<file path="config.mk">
export PLATFORM = sky130hd
export DESIGN_NAME = bra_ctrl
export DESIGN_NICKNAME = d
export VERILOG_FILES = /design/src/sv/bra_pkg.sv /design/src/sv/bra_ctrl.sv
export SDC_FILE = /design/constraint.sdc
export NUM_CORES = 1
export LEC_CHECK = 0
export BUFFER_PORTS_ARGS = -buffer_cell sky130_fd_sc_hd__buf_2
export CORE_UTILIZATION = 32
export CTS_BUF_LIST = sky130_fd_sc_hd__clkbuf_2
export CTS_CLUSTER_SIZE = 20
export DETAILED_ROUTE_END_ITERATION = 8
export HOLD_SLACK_MARGIN = 0.15
export PLACE_DENSITY = 0.63
export REMOVE_ABC_BUFFERS = 1
export SETUP_SLACK_MARGIN = 0.1
export SLEW_MARGIN = 40
export SYNTH_ARGS = -nofsm -noshare
export SYNTH_HDL_FRONTEND = slang
export SYNTH_SLANG_ARGS = --single-unit
export TNS_END_PERCENT = 50
</file>
<file path="constraint.sdc">
create_clock -name aclk -period 1.9 [get_ports aclk]
set_clock_uncertainty 0.1 [all_clocks]
set_input_delay 0.19 -clock aclk [delete_from_list [all_inputs] [get_ports aclk]]
set_output_delay 0.19 -clock aclk [all_outputs]
set_load 0.01 [all_outputs]
</file>
<file path="src/sv/bra_pkg.sv">
`timescale 1ns / 1ps
// ----------------------------------------------------------------------------
// Buddy range allocator package
// Shared sizes, codes, item types and the controller-to-datapath interface.
// ----------------------------------------------------------------------------
package bra_pkg;

    localparam int MAX_ORDER  = 8;
    localparam int TOP_BLOCKS = 16;
    localparam int NODES      = TOP_BLOCKS << MAX_ORDER;
    localparam int NODE_W     = $clog2(NODES);
    localparam int LINK_W     = NODE_W + 1;
    localparam int TOP_W      = NODE_W - MAX_ORDER;
    localparam int ORD_W      = $clog2(MAX_ORDER + 1);
    localparam int HIDX_W     = $clog2(MAX_ORDER);
    localparam int ALL_UNITS  = TOP_BLOCKS << (MAX_ORDER - 1);

    localparam logic [LINK_W-1:0] NIL             = LINK_W'(NODES);
    localparam logic [31:0]       POOL_BASE_RESET = 32'h8000_0000;

    localparam logic FUNC_ALLOC = 1'b0;
    localparam logic FUNC_FREE  = 1'b1;

    localparam logic [1:0] ST_OK    = 2'd0;
    localparam logic [1:0] ST_BAD   = 2'd1;
    localparam logic [1:0] ST_EMPTY = 2'd2;

    typedef enum logic [1:0] {
        FL_FREE  = 2'd0,
        FL_USED  = 2'd1,
        FL_SPLIT = 2'd2
    } flag_t;

    typedef struct packed {
        logic        func;
        logic [7:0]  req_units;
        logic [31:0] free_start;
        logic [3:0]  free_order;
    } in_item_t;

    typedef struct packed {
        logic [1:0]  status;
        logic [31:0] block_start;
        logic [3:0]  block_order;
        logic [7:0]  block_units;
    } out_item_t;

    typedef enum logic [4:0] {
        OP_NONE,
        OP_CLR,
        OP_LOAD,
        OP_RD_NODE,
        OP_RD_PAR,
        OP_RD_BUD,
        OP_A_UNL,
        OP_DEC,
        OP_A_SPL_LINK,
        OP_A_SPL_HALF,
        OP_A_USE,
        OP_F_FREE,
        OP_F_MERGE,
        OP_PUSH_LINK,
        OP_PUSH_HEAD,
        OP_FAIL,
        OP_EMIT
    } dp_op_t;

    typedef struct packed {
        logic  clr_last;
        logic  is_free;
        logic  load_fail;
        logic  more;
        logic  at_top;
        flag_t rd_flag;
        logic  out_busy;
    } dp_status_t;

endpackage

</file>
<file path="src/sv/bra_ctrl.sv">
`timescale 1ns / 1ps
// ----------------------------------------------------------------------------
// Buddy range allocator controller
// Sequences the clearing pass, allocate splits and free merges.
// ----------------------------------------------------------------------------
module bra_ctrl
    import bra_pkg::*;
(
    input  logic       aclk,
    input  logic       aresetn,
    input  logic       s_valid,
    output logic       s_ready,
    input  dp_status_t sts,
    output dp_op_t     op
);

    typedef enum logic [4:0] {
        S_CLR, S_IDLE, S_DISP,
        S_A_RD, S_A_UNL, S_A_CHK, S_A_SL, S_A_SH,
        S_F_RD, S_F_CK1, S_F_CK2, S_F_SET, S_F_LOOP, S_F_CKB, S_F_PL, S_F_PH,
        S_DONE
    } state_t;

    state_t state_reg, state_next;
    logic   s_ready_reg, s_ready_next;

    always_comb begin
        state_next = state_reg;
        op         = OP_NONE;
        unique case (state_reg)
            S_CLR: begin
                op = OP_CLR;
                if (sts.clr_last) begin
                    state_next = S_IDLE;
                end
            end
            S_IDLE: begin
                if (s_valid && s_ready_reg) begin
                    op         = OP_LOAD;
                    state_next = S_DISP;
                end
            end
            S_DISP: begin
                if (sts.load_fail) begin
                    state_next = S_DONE;
                end else if (sts.is_free) begin
                    state_next = S_F_RD;
                end else begin
                    state_next = S_A_RD;
                end
            end
            S_A_RD: begin
                op         = OP_RD_NODE;
                state_next = S_A_UNL;
            end
            S_A_UNL: begin
                op         = OP_A_UNL;
                state_next = S_A_CHK;
            end
            S_A_CHK: begin
                if (sts.more) begin
                    op         = OP_DEC;
                    state_next = S_A_SL;
                end else begin
                    op         = OP_A_USE;
                    state_next = S_DONE;
                end
            end
            S_A_SL: begin
                op         = OP_A_SPL_LINK;
                state_next = S_A_SH;
            end
            S_A_SH: begin
                op         = OP_A_SPL_HALF;
                state_next = S_A_CHK;
            end
            S_F_RD: begin
                op         = OP_RD_NODE;
                state_next = S_F_CK1;
            end
            S_F_CK1: begin
                if (sts.rd_flag != FL_USED) begin
                    op         = OP_FAIL;
                    state_next = S_DONE;
                end else if (sts.at_top) begin
                    state_next = S_F_SET;
                end else begin
                    op         = OP_RD_PAR;
                    state_next = S_F_CK2;
                end
            end
            S_F_CK2: begin
                if (sts.rd_flag != FL_SPLIT) begin
                    op         = OP_FAIL;
                    state_next = S_DONE;
                end else begin
                    state_next = S_F_SET;
                end
            end
            S_F_SET: begin
                op         = OP_F_FREE;
                state_next = S_F_LOOP;
            end
            S_F_LOOP: begin
                if (sts.at_top) begin
                    state_next = S_F_PL;
                end else begin
                    op         = OP_RD_BUD;
                    state_next = S_F_CKB;
                end
            end
            S_F_CKB: begin
                if (sts.rd_flag == FL_FREE) begin
                    op         = OP_F_MERGE;
                    state_next = S_F_LOOP;
                end else begin
                    state_next = S_F_PL;
                end
            end
            S_F_PL: begin
                op         = OP_PUSH_LINK;
                state_next = S_F_PH;
            end
            S_F_PH: begin
                op         = OP_PUSH_HEAD;
                state_next = S_DONE;
            end
            S_DONE: begin
                if (!sts.out_busy) begin
                    op         = OP_EMIT;
                    state_next = S_IDLE;
                end
            end
            default: state_next = S_CLR;
        endcase
        s_ready_next = (state_next == S_IDLE);
    end

    always_ff @(posedge aclk) begin
        if (!aresetn) begin
            state_reg   <= S_CLR;
            s_ready_reg <= 1'b0;
        end else begin
            state_reg   <= state_next;
            s_ready_reg <= s_ready_next;
        end
    end

    assign s_ready = s_ready_reg;

endmodule

</file>
* Word-level counts from Yosys, hierarchy flattened
Index checks and enable logic that the tools add are counted.
Word-level totals: input bits 11, flip-flop bits (word level) 6, word-level logic and storage cells 47, output and inout bits 6
Cells by class: mux-type cells 21, equal/unequal tests 19, reduce and logical (&&, ||, !) cells 5
Operators with widths (count):
- case mux 5 bit (16 select lines) | 1
- case mux 5 bit (15 select lines) | 1
- == test 5 x 4 -> 1 bit, second input constant | 8
- two-way mux 5 bit | 8
- == test 5 x 3 -> 1 bit, second input constant | 4
- two-way mux 4 bit | 5
- == test 5 x 1 -> 1 bit, second input constant | 2
- == test 5 x 2 -> 1 bit, second input constant | 2
- two-way mux 2 bit | 3
- two-way mux 3 bit | 2
- == test 5 bit, second input constant | 1
- zero test 5 bit | 1
- OR reduction 2 bit | 2
- zero test 2 bit | 1
- != test 2 x 1 -> 1 bit, second input constant | 1
- != test 2 bit, second input constant | 1
- logical AND 1 bit | 1
- two-way mux 1 bit | 1

* Longest topological paths before layout
word-level depth 4, depth in mapped cells 8, mapped depth without buffers 5

* Worst setup path after synthesis
Ideal clock, no wire load.
kind reg-to-reg, start reg state_reg[0], end reg s_ready_reg (netlist: s_ready), required time 1.727 ns, library setup time 0.073 ns, setup slack 0.237 ns, buffers on the path 1, period minus slack after synthesis 1.663 ns, stages on the path, launching flop included 7, data arrival time 1.490 ns, cells stage by stage dfxtp_1 -> buf_6 -> or4_4 -> nor3b_4 -> a31o_1 -> nor4_1 -> nor3_2
Between the ends: longest elaborated chain between the ends 4, elaborated cells between the ends (all ways) 23, those cells by class eq/ne (17); mux (4); reduce/logical (2)
Ends and longest elaborated chain:
- from (decl) | RTL line bra_ctrl.sv:24 | state_t state_reg, state_next;
- from (signal assigned) | RTL line bra_ctrl.sv:144 | state_reg <= state_next;
- == test 5 x 3 -> 1 bit | RTL line bra_ctrl.sv:30 | unique case (state_reg)
- OR reduction 2 bit (no line)
- case mux 5 bit (16 select lines) (*) | RTL line bra_ctrl.sv:30
- == test 5 x 1 -> 1 bit (*) | RTL line bra_ctrl.sv:136 | s_ready_next = (state_next == S_IDLE);
- to (signal assigned) | RTL line bra_ctrl.sv:145 | s_ready_reg <= s_ready_next;
- to (decl) | RTL line bra_ctrl.sv:25 | logic s_ready_reg, s_ready_next;
Mark *: on every way between the ends. The rest lies on a longest branch, timed or not. A chain may end at the register's enable or synchronous reset.

* Worst setup path in the final report
start reg state_reg[3], end out op[0]
Between the ends: longest elaborated chain between the ends 3, elaborated cells between the ends (all ways) 18, those cells by class eq/ne (15); mux (1); reduce/logical (2)
Ends and longest elaborated chain:
- == test 5 x 4 -> 1 bit / == test 5 x 2 -> 1 bit (equally long branches) | RTL line bra_ctrl.sv:30
- OR reduction 2 bit (no line)
- case mux 5 bit (15 select lines) (*) | RTL line bra_ctrl.sv:30
- to (decl) | RTL line bra_ctrl.sv:14 | output dp_op_t op
Marks and branches as above.

==> metrics <==
grt ovf 0; Syn Area/Cell 7.23 sq um; HP Class input port to register; layout cells sized above 1 45.8%; Tot Pwr 0.386 mW; Layout area overhead 50.3%; Residual DRC 0; Critical Path RT 1610 ps; share of synthesized registers carrying an async set or reset 0%; Ys Warns 0; # fillers 214; routed vias 992; status complete, no violations; Final Hold Viols 0; clock-pin slew on the worst setup and hold paths 70 ps; Die Ht 51.4 microns; Yosys top cell area share 15.4%; Setup CP Type register to output port; Crit Path Max Fanout 6; IO Count 17; setup-violating endpoint count in the final report 0; PnR worst setup slack 4.80 ps; placed cells 160; register area share after synthesis 15.4%; Comb pwr share 40.8%; CTS Sinks 6; area of the multi-input gates 654 sq um; minimum clock period 1900 ps; worst skew pair latency 230 ps; row count 17; root buffer cell clkbuf_2; initial antenna violation count 0; fmax 528 MHz; Peak VDD IR 0.000170 V; WL per Instance 15.7 microns; H-tree levels 1; CTS tree yes; Net Sw Power 0.136 mW; maxcap violations 0; Place WS 25.2 ps; Synth area leader dfxtp_1; max FFs per register 5; Antenna Nets Post-Route 0; GRT Overall Usage 21.1%; Cell Area, Synth 781 sq um; Die Wd 51.4 microns; Sequential Power Share 35.6%; Sw Share 35.1%; Synth Flop Type dfxtp_1; Crit. End Element output port; Int Pwr 0.250 mW; Ant. Diodes 0; starting density of the core 34.6%; startpoint types register; clk buf depth 2; Gate Count Post-Synth 108; Max Transition Viols Final 0; Pre-Repair DR Iteration Count 6; RSZ-0062 raised after global routing yes; drt initial violations 31; library cells used by synthesis 37; die area 0.00264 sq mm; vias in the first global route 950; worst slew pin tran 476 ps; non-filler cells, final 172; hold slack 175 ps; GPL Wtd Cong 0.806; leakage 0.474 nW; CP Data Arrival Time 1610 ps; slew margin rel. 67.4%; core box area 0.00225 sq mm; synth cell count leaders a21oi_1, buf_2, nor2_1; DP Wirelength 1780 microns; storage element area 133 sq um; buffers added on ports 16; final worst path period share 99.7%; EDFF count, synth 0; cts bufs inserted 3; nets 157; Area contributors post-synth dfxtp_1, a21oi_1, buf_2; synthesized flop and latch total 6; pin count of the biggest net entering global routing 15; first-pass GRT wire length 4270 microns; pwr dens 329 mW/mm^2; Via density 5.77; Clock Power Share 23.6%; Routed WL 2700 microns
## critical path, cell delays in order (launching register included)
cell	delay [ps]
dfxtp_4	380
buf_4	150
nor3b_4	150
a31oi_2	170
nor3_2	70
or3_1	310
buf_2	140
## metrics by stage
step	TNS, ps	area, sq um	util [%]
after global routing	-161	1170	52.1
after floorplan	0	719	-
after CTS	0	1080	47.9
final	0	1170	52.1
after global placement	0	977	43.3
after detailed placement	0	977	43.3
## cell usage in the layout, fill, tap and decap left out, drive strengths merged
| cell | synthesis | layout |
|---|---|---|
| buf | 11 | 43 |
| a21oi | 10 | 10 |
| nor2 | 8 | 8 |
| nand2 | 7 | 7 |
| nor4 | 7 | 7 |
| dfxtp | 6 | 6 |
| nand2b | 5 | 5 |
| a211oi | 5 | 5 |
| nor3 | 5 | 5 |
| nor3b | 5 | 5 |
| o21ai | 4 | 4 |
| nor2b | 3 | 3 |
| nand3b | 3 | 3 |
| clkbuf | 0 | 3 |
| or3 | 3 | 3 |
| a21o | 2 | 2 |
| inv | 2 | 2 |
| xnor2 | 2 | 2 |
| nor4bb | 2 | 2 |
| a2111oi | 2 | 2 |
| a31oi | 2 | 2 |
| or4b | 2 | 2 |
| or4 | 1 | 1 |
| o22ai | 1 | 1 |
| xor2 | 1 | 1 |
| nand3 | 1 | 1 |
| a21boi | 1 | 1 |
| o21bai | 1 | 1 |
| a41oi | 1 | 1 |
| o32ai | 1 | 1 |
| o21a | 1 | 1 |
| a31o | 1 | 1 |
| o21ba | 1 | 1 |
| nand4 | 1 | 1 |
| dlygate4sd3 | 0 | 1 |
## timing repair
action / in CTS / in global routing
pin swaps: 6 / 5
hold endpoints to repair: 1 / 0
setup endpoints to repair: 7 / 8
buffers inserted: 3 / 5
hold buffers: 1 / 0
resized for setup: 14 / 12
## final timing paths
path,slack (ps),end,cells past startpoint,start
min,170,state_reg[3],3,sts[6]
max,5,op[0],6,state_reg[3]
max reg2reg,40,s_ready,7,state_reg[3]
min reg2reg,580,state_reg[3],3,state_reg[4]
## power by group through the flow
stage	Combinational, mW	Clock, mW	Sequential [mW]
2_1_floorplan	0.0648	0	0.151
3_3_place_gp	0.129	0	0.140
3_5_place_dp	0.131	0	0.141
4_1_cts	0.141	0.0898	0.136
5_1_grt	0.171	0.0978	0.138
6_report	0.157	0.0910	0.137
## cell type report
type	count	area share [%]
multi-input cells	89	55.8
repair buffers	44	28.0
flip-flops and latches	6	11.3
well taps	28	2.99
clock buffers	3	1.28
inverters	2	0.640
## cell families after synthesis
logic type,Yosys count,synth area share [%]
XOR/XNOR,3,3.37
AND/OR/NAND/NOR,53,44.6
AO/OA/AOI/OAI,33,27.9
buffers and inverters,13,8.81
flip-flops,6,15.4
## per-layer routing
| metal | vias up | wire length (microns) | track usage, % |
|---|---|---|---|
| met1 | 468 | 1120 | 26.1 |
| met3 | 6 | 119 | 2.08 |
| li1 | 482 | - | - |
| met4 | 0 | 51 | 8.56 |
| met2 | 36 | 1410 | 36.8 |
| met5 | - | 0 | 0 |
Note: power is estimated with default switching activity, not from simulation.
